## src/hdl/gregorian_date_query_top_assert.svh

```systemverilog
`ifndef GREGORIAN_DATE_QUERY_TOP_ASSERT_SVH
`define GREGORIAN_DATE_QUERY_TOP_ASSERT_SVH

// Same-cycle check: when ante holds, cons must hold too
`define GDQ_ASSERT_NOW(lbl, ante, cons) \
  lbl: assert property (@(posedge clk) disable iff (!rst_n) (ante) |-> (cons)) \
    else $error("gdq same-cycle check failed");

// Next-cycle check: when ante holds, cons must hold in the next cycle
`define GDQ_ASSERT_NEXT(lbl, ante, cons) \
  lbl: assert property (@(posedge clk) disable iff (!rst_n) (ante) |=> (cons)) \
    else $error("gdq next-cycle check failed");

`endif

```

## src/hdl/gdq_pkg.sv

```systemverilog
package gdq_pkg;

  // Input word: one Gregorian date
  typedef struct packed {
    logic [4:0]  day;
    logic [3:0]  month;
    logic [13:0] year;
  } gdq_in_t;

  // Result word
  typedef struct packed {
    logic [2:0]  weekday;
    logic        is_week_end_day;
    logic        is_weekend;
    logic        is_business_day;
    logic [2:0]  days_to_week_end;
    logic [4:0]  days_to_month_end;
    logic [8:0]  days_to_year_end;
    logic [4:0]  next_day;
    logic [3:0]  next_month;
    logic [13:0] next_year;
    logic        leap;
    logic        date_invalid;
  } gdq_out_t;

  // Per-stage load enables from the pipeline control
  typedef struct packed {
    logic ld1;
    logic ld2;
    logic ld3;
    logic ld4;
  } gdq_ld_t;

  localparam logic [6:0]  WEEKEND_MASK_RST = 7'd96;

  // floor(x / 100) = (x * 5243) >> 19 for x below 16784
  localparam logic [12:0] DIV100_MUL   = 13'd5243;
  localparam int          DIV100_SHIFT = 19;
  // floor(x / 7) = (x * 37450) >> 18 for x below 32768
  localparam logic [15:0] DIV7_MUL     = 16'd37450;
  localparam int          DIV7_SHIFT   = 18;

  localparam logic [14:0] YEAR_SHIFT   = 15'd400;
  localparam logic [13:0] YEAR_MAX     = 14'd9999;
  localparam logic [3:0]  MONTH_JAN    = 4'd1;
  localparam logic [3:0]  MONTH_FEB    = 4'd2;
  localparam logic [3:0]  MONTH_DEC    = 4'd12;
  localparam logic [2:0]  WEEKDAY_SAT  = 3'd6;

  // Days in month for a common year, zero for a bad month code
  function automatic logic [4:0] month_len(input logic [3:0] mo);
    logic [4:0] len;
    unique case (mo)
      4'd1, 4'd3, 4'd5, 4'd7, 4'd8, 4'd10, 4'd12: len = 5'd31;
      4'd4, 4'd6, 4'd9, 4'd11:                    len = 5'd30;
      4'd2:                                       len = 5'd28;
      default:                                    len = 5'd0;
    endcase
    return len;
  endfunction

  // Days of a common year before the first of the month
  function automatic logic [8:0] days_before(input logic [3:0] mo);
    logic [8:0] db;
    unique case (mo)
      4'd1:    db = 9'd0;
      4'd2:    db = 9'd31;
      4'd3:    db = 9'd59;
      4'd4:    db = 9'd90;
      4'd5:    db = 9'd120;
      4'd6:    db = 9'd151;
      4'd7:    db = 9'd181;
      4'd8:    db = 9'd212;
      4'd9:    db = 9'd243;
      4'd10:   db = 9'd273;
      4'd11:   db = 9'd304;
      4'd12:   db = 9'd334;
      default: db = 9'd0;
    endcase
    return db;
  endfunction

  // floor(31 * m / 12) with m the March-based month (January and February last)
  function automatic logic [4:0] month_offset(input logic [3:0] mo);
    logic [4:0] off;
    unique case (mo)
      4'd1:    off = 5'd28;
      4'd2:    off = 5'd31;
      4'd3:    off = 5'd2;
      4'd4:    off = 5'd5;
      4'd5:    off = 5'd7;
      4'd6:    off = 5'd10;
      4'd7:    off = 5'd12;
      4'd8:    off = 5'd15;
      4'd9:    off = 5'd18;
      4'd10:   off = 5'd20;
      4'd11:   off = 5'd23;
      4'd12:   off = 5'd25;
      default: off = 5'd0;
    endcase
    return off;
  endfunction

endpackage

```

## src/hdl/gdq_datapath.sv

```systemverilog
module gdq_datapath (
  input  logic             clk,
  input  gdq_pkg::gdq_ld_t ld,
  input  gdq_pkg::gdq_in_t in_word,
  input  logic [6:0]       weekend_mask,
  output gdq_pkg::gdq_out_t out_word
);

  // Stage 1: shifted year and reciprocal products for /100
  gdq_pkg::gdq_in_t s1_in_r;
  logic [14:0]      s1_y_r;
  logic [27:0]      s1_py_r;
  logic [26:0]      s1_pyr_r;
  logic             s1_a;
  logic [14:0]      s1_y_nxt;

  always_comb begin
    s1_a     = (in_word.month <= gdq_pkg::MONTH_FEB);
    s1_y_nxt = {1'b0, in_word.year} + gdq_pkg::YEAR_SHIFT - {14'd0, s1_a};
  end

  always_ff @(posedge clk) begin
    if (ld.ld1) begin
      s1_in_r  <= in_word;
      s1_y_r   <= s1_y_nxt;
      s1_py_r  <= 28'(s1_y_nxt) * 28'(gdq_pkg::DIV100_MUL);
      s1_pyr_r <= 27'(in_word.year) * 27'(gdq_pkg::DIV100_MUL);
    end
  end

  // Stage 2: leap flag and weekday sum
  gdq_pkg::gdq_in_t s2_in_r;
  logic             s2_leap_r;
  logic [14:0]      s2_sum_r;
  logic [7:0]       s2_qy;
  logic [7:0]       s2_qyr;
  logic [13:0]      s2_rem100;
  logic             s2_leap_nxt;
  logic [14:0]      s2_sum_nxt;

  always_comb begin
    s2_qy       = s1_py_r[gdq_pkg::DIV100_SHIFT +: 8];
    s2_qyr      = s1_pyr_r[gdq_pkg::DIV100_SHIFT +: 8];
    s2_rem100   = s1_in_r.year - 14'({6'd0, s2_qyr} * 14'd100);
    s2_leap_nxt = ((s1_in_r.year[1:0] == 2'd0) && (s2_rem100 != 14'd0)) ||
                  ((s2_rem100 == 14'd0) && (s2_qyr[1:0] == 2'd0));
    s2_sum_nxt  = 15'(s1_in_r.day) + s1_y_r + (s1_y_r >> 2) - 15'(s2_qy)
                + 15'(s2_qy >> 2) + 15'(gdq_pkg::month_offset(s1_in_r.month));
  end

  always_ff @(posedge clk) begin
    if (ld.ld2) begin
      s2_in_r   <= s1_in_r;
      s2_leap_r <= s2_leap_nxt;
      s2_sum_r  <= s2_sum_nxt;
    end
  end

  // Stage 3: range check, day counts, next date, product for mod 7
  logic        s3_leap_r;
  logic [14:0] s3_sum_r;
  logic [30:0] s3_p7_r;
  logic        s3_invalid_r;
  logic [4:0]  s3_dtm_r;
  logic [8:0]  s3_dty_r;
  logic [4:0]  s3_nd_r;
  logic [3:0]  s3_nm_r;
  logic [13:0] s3_ny_r;

  logic [4:0]  s3_dim;
  logic        s3_bad;
  logic [8:0]  s3_doy;
  logic [8:0]  s3_ydays;
  logic [4:0]  s3_nd;
  logic [3:0]  s3_nm;
  logic [13:0] s3_ny;

  always_comb begin
    s3_dim   = gdq_pkg::month_len(s2_in_r.month) +
               {4'd0, s2_leap_r && (s2_in_r.month == gdq_pkg::MONTH_FEB)};
    s3_bad   = (s2_in_r.month == 4'd0) || (s2_in_r.month > gdq_pkg::MONTH_DEC) ||
               (s2_in_r.day == 5'd0) || (s2_in_r.day > s3_dim);
    s3_doy   = gdq_pkg::days_before(s2_in_r.month) + 9'(s2_in_r.day) +
               {8'd0, s2_leap_r && (s2_in_r.month > gdq_pkg::MONTH_FEB)};
    s3_ydays = s2_leap_r ? 9'd366 : 9'd365;
    // roll day, then month, then year
    s3_nd = s2_in_r.day + 5'd1;
    s3_nm = s2_in_r.month;
    s3_ny = s2_in_r.year;
    if (s2_in_r.day == s3_dim) begin
      s3_nd = 5'd1;
      if (s2_in_r.month == gdq_pkg::MONTH_DEC) begin
        s3_nm = gdq_pkg::MONTH_JAN;
        s3_ny = (s2_in_r.year == gdq_pkg::YEAR_MAX) ? 14'd1 : s2_in_r.year + 14'd1;
      end else begin
        s3_nm = s2_in_r.month + 4'd1;
      end
    end
  end

  always_ff @(posedge clk) begin
    if (ld.ld3) begin
      s3_leap_r    <= s2_leap_r;
      s3_sum_r     <= s2_sum_r;
      s3_p7_r      <= 31'(s2_sum_r) * 31'(gdq_pkg::DIV7_MUL);
      s3_invalid_r <= s3_bad;
      s3_dtm_r     <= s3_dim - s2_in_r.day + 5'd1;
      s3_dty_r     <= s3_ydays - s3_doy + 9'd1;
      s3_nd_r      <= s3_nd;
      s3_nm_r      <= s3_nm;
      s3_ny_r      <= s3_ny;
    end
  end

  // Stage 4: weekday from the remainder, assemble the result word
  gdq_pkg::gdq_out_t s4_out_r;
  gdq_pkg::gdq_out_t s4_out_nxt;
  logic [11:0]       s4_q7;
  logic [14:0]       s4_rem7;
  logic [2:0]        s4_wd;

  always_comb begin
    s4_q7      = s3_p7_r[gdq_pkg::DIV7_SHIFT +: 12];
    s4_rem7    = s3_sum_r - 15'({3'd0, s4_q7} * 15'd7);
    s4_wd      = s4_rem7[2:0];
    s4_out_nxt = '0;
    if (s3_invalid_r) begin
      s4_out_nxt.date_invalid = 1'b1;
    end else begin
      s4_out_nxt.weekday           = s4_wd;
      s4_out_nxt.is_week_end_day   = (s4_wd == gdq_pkg::WEEKDAY_SAT);
      s4_out_nxt.is_weekend        = weekend_mask[s4_wd];
      s4_out_nxt.is_business_day   = ~weekend_mask[s4_wd];
      s4_out_nxt.days_to_week_end  = gdq_pkg::WEEKDAY_SAT - s4_wd;
      s4_out_nxt.days_to_month_end = s3_dtm_r;
      s4_out_nxt.days_to_year_end  = s3_dty_r;
      s4_out_nxt.next_day          = s3_nd_r;
      s4_out_nxt.next_month        = s3_nm_r;
      s4_out_nxt.next_year         = s3_ny_r;
      s4_out_nxt.leap              = s3_leap_r;
    end
  end

  always_ff @(posedge clk) begin
    if (ld.ld4) begin
      s4_out_r <= s4_out_nxt;
    end
  end

  assign out_word = s4_out_r;

endmodule

```

## src/hdl/gregorian_date_query_top.sv

```systemverilog
// Throughput: one word per cycle while out_stall is low; four register stages,
// the last being the output register, each with its own valid bit, so bubbles
// close up under a stall.
// Reset: rst_n is synchronous, active low; it empties all stages and sets
// weekend_mask to Friday and Saturday. No clearing pass is needed.
module gregorian_date_query_top (
  input  logic               clk,
  input  logic               rst_n,
  input  logic               in_valid,
  output logic               in_stall,
  input  gdq_pkg::gdq_in_t   in_data,
  output logic               out_valid,
  input  logic               out_stall,
  output gdq_pkg::gdq_out_t  out_data,
  input  logic               cfg_valid,
  output logic               cfg_ready,
  input  logic [6:0]         cfg_data
);

  logic [6:0]       mask_r;
  logic             v1_r, v2_r, v3_r, v4_r;
  logic             rdy1, rdy2, rdy3, rdy4;
  gdq_pkg::gdq_ld_t ld;

  // Configuration register, always ready
  assign cfg_ready = 1'b1;

  always_ff @(posedge clk) begin
    if (!rst_n) begin
      mask_r <= gdq_pkg::WEEKEND_MASK_RST;
    end else if (cfg_valid && cfg_ready) begin
      mask_r <= cfg_data;
    end
  end

  // A stage loads when it is empty or its word moves on
  always_comb begin
    rdy4   = !v4_r || !out_stall;
    rdy3   = !v3_r || rdy4;
    rdy2   = !v2_r || rdy3;
    rdy1   = !v1_r || rdy2;
    ld.ld1 = rdy1;
    ld.ld2 = rdy2;
    ld.ld3 = rdy3;
    ld.ld4 = rdy4;
  end

  assign in_stall = !rdy1;

  // Advance valid bits with the data
  always_ff @(posedge clk) begin
    if (!rst_n) begin
      v1_r <= 1'b0;
      v2_r <= 1'b0;
      v3_r <= 1'b0;
      v4_r <= 1'b0;
    end else begin
      if (rdy1) v1_r <= in_valid;
      if (rdy2) v2_r <= v1_r;
      if (rdy3) v3_r <= v2_r;
      if (rdy4) v4_r <= v3_r;
    end
  end

  gdq_datapath u_datapath (
    .clk          (clk),
    .ld           (ld),
    .in_word      (in_data),
    .weekend_mask (mask_r),
    .out_word     (out_data)
  );

  assign out_valid = v4_r;

`include "gregorian_date_query_top_assert.svh"

  `GDQ_ASSERT_NOW(a_empty_front_takes, !v1_r, !in_stall)
  `GDQ_ASSERT_NEXT(a_no_drop_on_stall, v3_r && !rdy4, v3_r && v4_r)
  `GDQ_ASSERT_NOW(a_invalid_zeroed, out_valid && out_data.date_invalid, out_data.weekday == 3'd0 && out_data.next_year == 14'd0 && !out_data.leap && !out_data.is_weekend)
  `GDQ_ASSERT_NOW(a_week_fields, out_valid && !out_data.date_invalid, (out_data.weekday + out_data.days_to_week_end == 3'd6) && (out_data.is_business_day != out_data.is_weekend))

endmodule

```

## config.mk

```make
export PLATFORM = sky130hd
export DESIGN_NAME = gregorian_date_query_top
export DESIGN_NICKNAME = d
export VERILOG_FILES = /design/src/hdl/gdq_pkg.sv /design/src/hdl/gdq_datapath.sv /design/src/hdl/gregorian_date_query_top.sv
export VERILOG_INCLUDE_DIRS = /design/src /design/src/hdl
export SDC_FILE = /design/constraint.sdc
export NUM_CORES = 1
export LEC_CHECK = 0
export CAP_MARGIN = 15
export CORE_ASPECT_RATIO = 1.5
export CORE_MARGIN = 2
export CORE_UTILIZATION = 50
export DETAILED_ROUTE_END_ITERATION = 10
export DONT_BUFFER_PORTS = 1
export HOLD_SLACK_MARGIN = 0.03
export PLACE_DENSITY_LB_ADDON = 0.3
export SLEW_MARGIN = 10
export SYNTH_ARGS = -nofsm -noshare
export SYNTH_HDL_FRONTEND = slang
export SYNTH_SLANG_ARGS = --single-unit
```

## constraint.sdc

```tcl
create_clock -name clk -period 10.11 [get_ports clk]
set_clock_uncertainty 0.2 [all_clocks]
set_input_delay 0.5055 -clock clk [delete_from_list [all_inputs] [get_ports clk]]
set_output_delay 0.5055 -clock clk [all_outputs]
set_load 0.005 [all_outputs]
```

==> results.py <==
metrics = {
    "status": {
        "status": "complete, no violations",
    },
    "synth": {
        "async_flop_share": 0,
        "avgSynthCellArea_um2": 11.2,
        "yosysUniqueCellTypes": 61,
        "syn-num-nets": 2422,
        "syn_inst": 1795,
        "yosys_register_bits": 213,
        "synth_edf_count": 185,
        "synth_most_common_cell": "inv_1",
        "netlist.area_leader.share": 0.275,
        "synthFlopType": "edfxtp_1",
        "synth_warnings": 0,
        "synth_area_um2": 20200,
        "yosysSeqAreaShare": 0.303,
        "synth_area_leaders": "edfxtp_1 28%, ha_1 25%, fa_1 19%",
        "synth_common_cells": "417 x inv_1, 399 x ha_1, 193 x fa_1",
        "yosysTopAreaCell": "edfxtp_1",
    },
    "clock_tree": {
        "htreeDepth": 1,
        "post_cts_buffers": 0,
        "root_buffer": "clkbuf_16",
        "cts_sinks": 213,
        "clk_pin_slew_ns": 0.06,
        "cts_tree": "built",
        "clock_latency_ns": 0.52,
        "clock_path_buffers": 3,
        "cts_made_buffers": 22,
    },
    "worst_setup_path": {
        "slowest_stage": "xor2_1",
        "critPathMaxStageDelay_ns": 0.73,
        "startpoint_type": "primary input",
        "critPathArrivalTime_ns": 8.26,
        "cpMostUsedCell": "inv_1",
        "critPathMaxFanout": 7,
        "worstSetupPathType": "primary input to register",
        "crit_required_ns": 10.17,
        "critPathCaptureType": "register",
    },
    "sta": {
        "maxSlewViolCount": 0,
        "fmax_mhz": 122,
        "holdWs_ns": 0.0910,
        "setup_viol": 0,
        "fin_crit_ns": 8.21,
        "hold_viol": 0,
        "tns_ns": 0,
        "finalCritPeriodShare": 0.812,
        "rsz0062_at_grt": "false",
        "relSlewSlack": 0.235,
        "worst_slew_pin_slew_ns": 1.14,
    },
    "finish": {
        "drive_gt1_frac": 0.0289,
        "nets": 2481,
        "diodes": 0,
        "layout-area-overhead-vs-synth_pct": 8.62,
    },
    "drt": {
        "dr.pass1.iters": 5,
        "vias": 12400,
        "wl_mm": 37.9,
        "ant_nets": 0,
        "drcViolationCount": 0,
        "drt_iter0_drc": 345,
        "viasPerCell": 5.21,
        "wl_per_cell_um": 16.0,
    },
    "global_routing": {
        "grt_pass1_vias": 13300,
        "antenna_found_initial": 0,
        "grt_max_degree": 61,
        "grt_pass1_wl_mm": 63.2,
        "globalRouteOverflowTotal": 0,
        "track_usage": 0.187,
    },
    "place": {
        "port_buffers": 0,
        "place.gp.congestion": 0.935,
        "hpwl_mm": 31.7,
    },
    "floorplan": {
        "core_um2": 40000,
        "die_y_um": 250,
        "die_w_um": 168,
        "die_area_um2": 42000,
        "num_io_pins": 86,
        "start_util": 0.505,
        "core.rowCount": 90,
    },
    "job": {
        "drv_cap": 0,
    },
    "min_path": {
        "hold_path_class": "primary input to register",
    },
}
## sequential cells by signal, summed over array words and instances (netlist names), 3 cells and up, named ones only
signal,count
u_datapath.s1_in_r,23
u_datapath.s3_dty_r,9
u_datapath.s3_dtm_r,5
u_datapath.s3_ny_r,14
u_datapath.s3_nd_r,5
u_datapath.out_word,47
u_datapath.s2_sum_r,15
u_datapath.s3_nm_r,4
u_datapath.s1_py_r,8
u_datapath.s3_sum_r,3
u_datapath.s1_pyr_r,8
u_datapath.s1_y_r,15
u_datapath.s3_p7_r,3
mask_r,7
u_datapath.s2_in_r,23
## kinds of logic (layout without fill, tap and decap cells)
kind of cell | after synthesis | count (layout) | synth area share
compound gates | 193 | 193 | 0.0622
xor+xnor | 95 | 95 | 0.0422
simple gates | 253 | 253 | 0.0622
other cells | 1 | 1 | 0.000186
mux | 19 | 19 | 0.0109
flops | 213 | 213 | 0.303
fa+ha+maj | 592 | 592 | 0.439
buf+inv | 429 | 503 | 0.0802
## per-layer routing
metal  GRT usage  share of wire  routed length [um]  vias to the layer above
met1       0.210           0.39               14900                     6049
met4      0.0616          0.029                1110                        0
met3      0.0228          0.033                1260                       68
met2       0.362           0.55               20700                      211
met5           0              0                   0                        -
li1            -              -                   -                     6053
## cell type report
type | count | area [um2]
flip-flops and latches | 213 | 6120
clock inverters | 10 | 90.1
fillers | 3424 | 18100
repair buffers | 47 | 450
inverters | 417 | 1570
clock buffers | 29 | 608
well taps | 506 | 633
multi-input cells | 1153 | 12400
## per-stage QoR
step                area [um2]  worst slack, ns   util  instances
floorplan                20200             2.41      -       1795
global placement         20800             1.66  0.521       2297
detailed placement       20800             1.46  0.521       2297
CTS                      21900             1.96  0.548       2375
global route             21900             1.46  0.548       2375
finish                   21900             1.90  0.548       2375
## worst max-delay path: cells and delay by family
kind	cells	cell delay, ns
simple gates	2	0.16
xor+xnor	2	0.80
buf+inv	6	0.42
fa+ha+maj	9	3.20
compound gates	12	3.17
## cells in the final DEF, fill, tap and decap left out, types with 4 or more instances in the layout
cell and instances:
inv_1 416, ha_1 399, fa_1 193, edfxtp_1 185, xnor2_1 62, nor2_1 62, nand2_1 57, nor2b_1 54
a21oi_1 51, o21ai_0 44, dlygate4sd3_1 39, xor2_1 32, dfxtp_1 28, a21o_1 25, clkbuf_16 23, nand3_1 20
mux2i_1 14, nor3_1 11, nand2b_1 9, a211oi_1 9, nand4_1 8, and2_1 8, buf_4 8, o21bai_1 7
o21a_1 6, and3_1 6, a21boi_0 5, o41ai_1 5, a31oi_1 5, clkbuf_1 5, or3_1 4, o31ai_1 4
## worst paths after layout
path	to	cells after the start	slack, ns	from
setup / recovery	u_datapath.s1_py_r[26]	31	1.90	in_data[15]
setup reg to reg	u_datapath.s3_p7_r[20]	15	5.12	u_datapath.s2_sum_r[1]
hold / removal	register	3	0.09	in_data[17]
hold reg to reg	u_datapath.s2_in_r[5]	0	0.27	u_datapath.s1_in_r[5]
## timing repair
item / in CTS / in global routing
hold buffers: 39 / 0
hold endpoints to repair: 34 / 0
resized for setup: 0 / 0
Power is left out: the tool's default activity adds up to more than one toggle a clock period on the data nets, which glitch-free logic cannot reach.
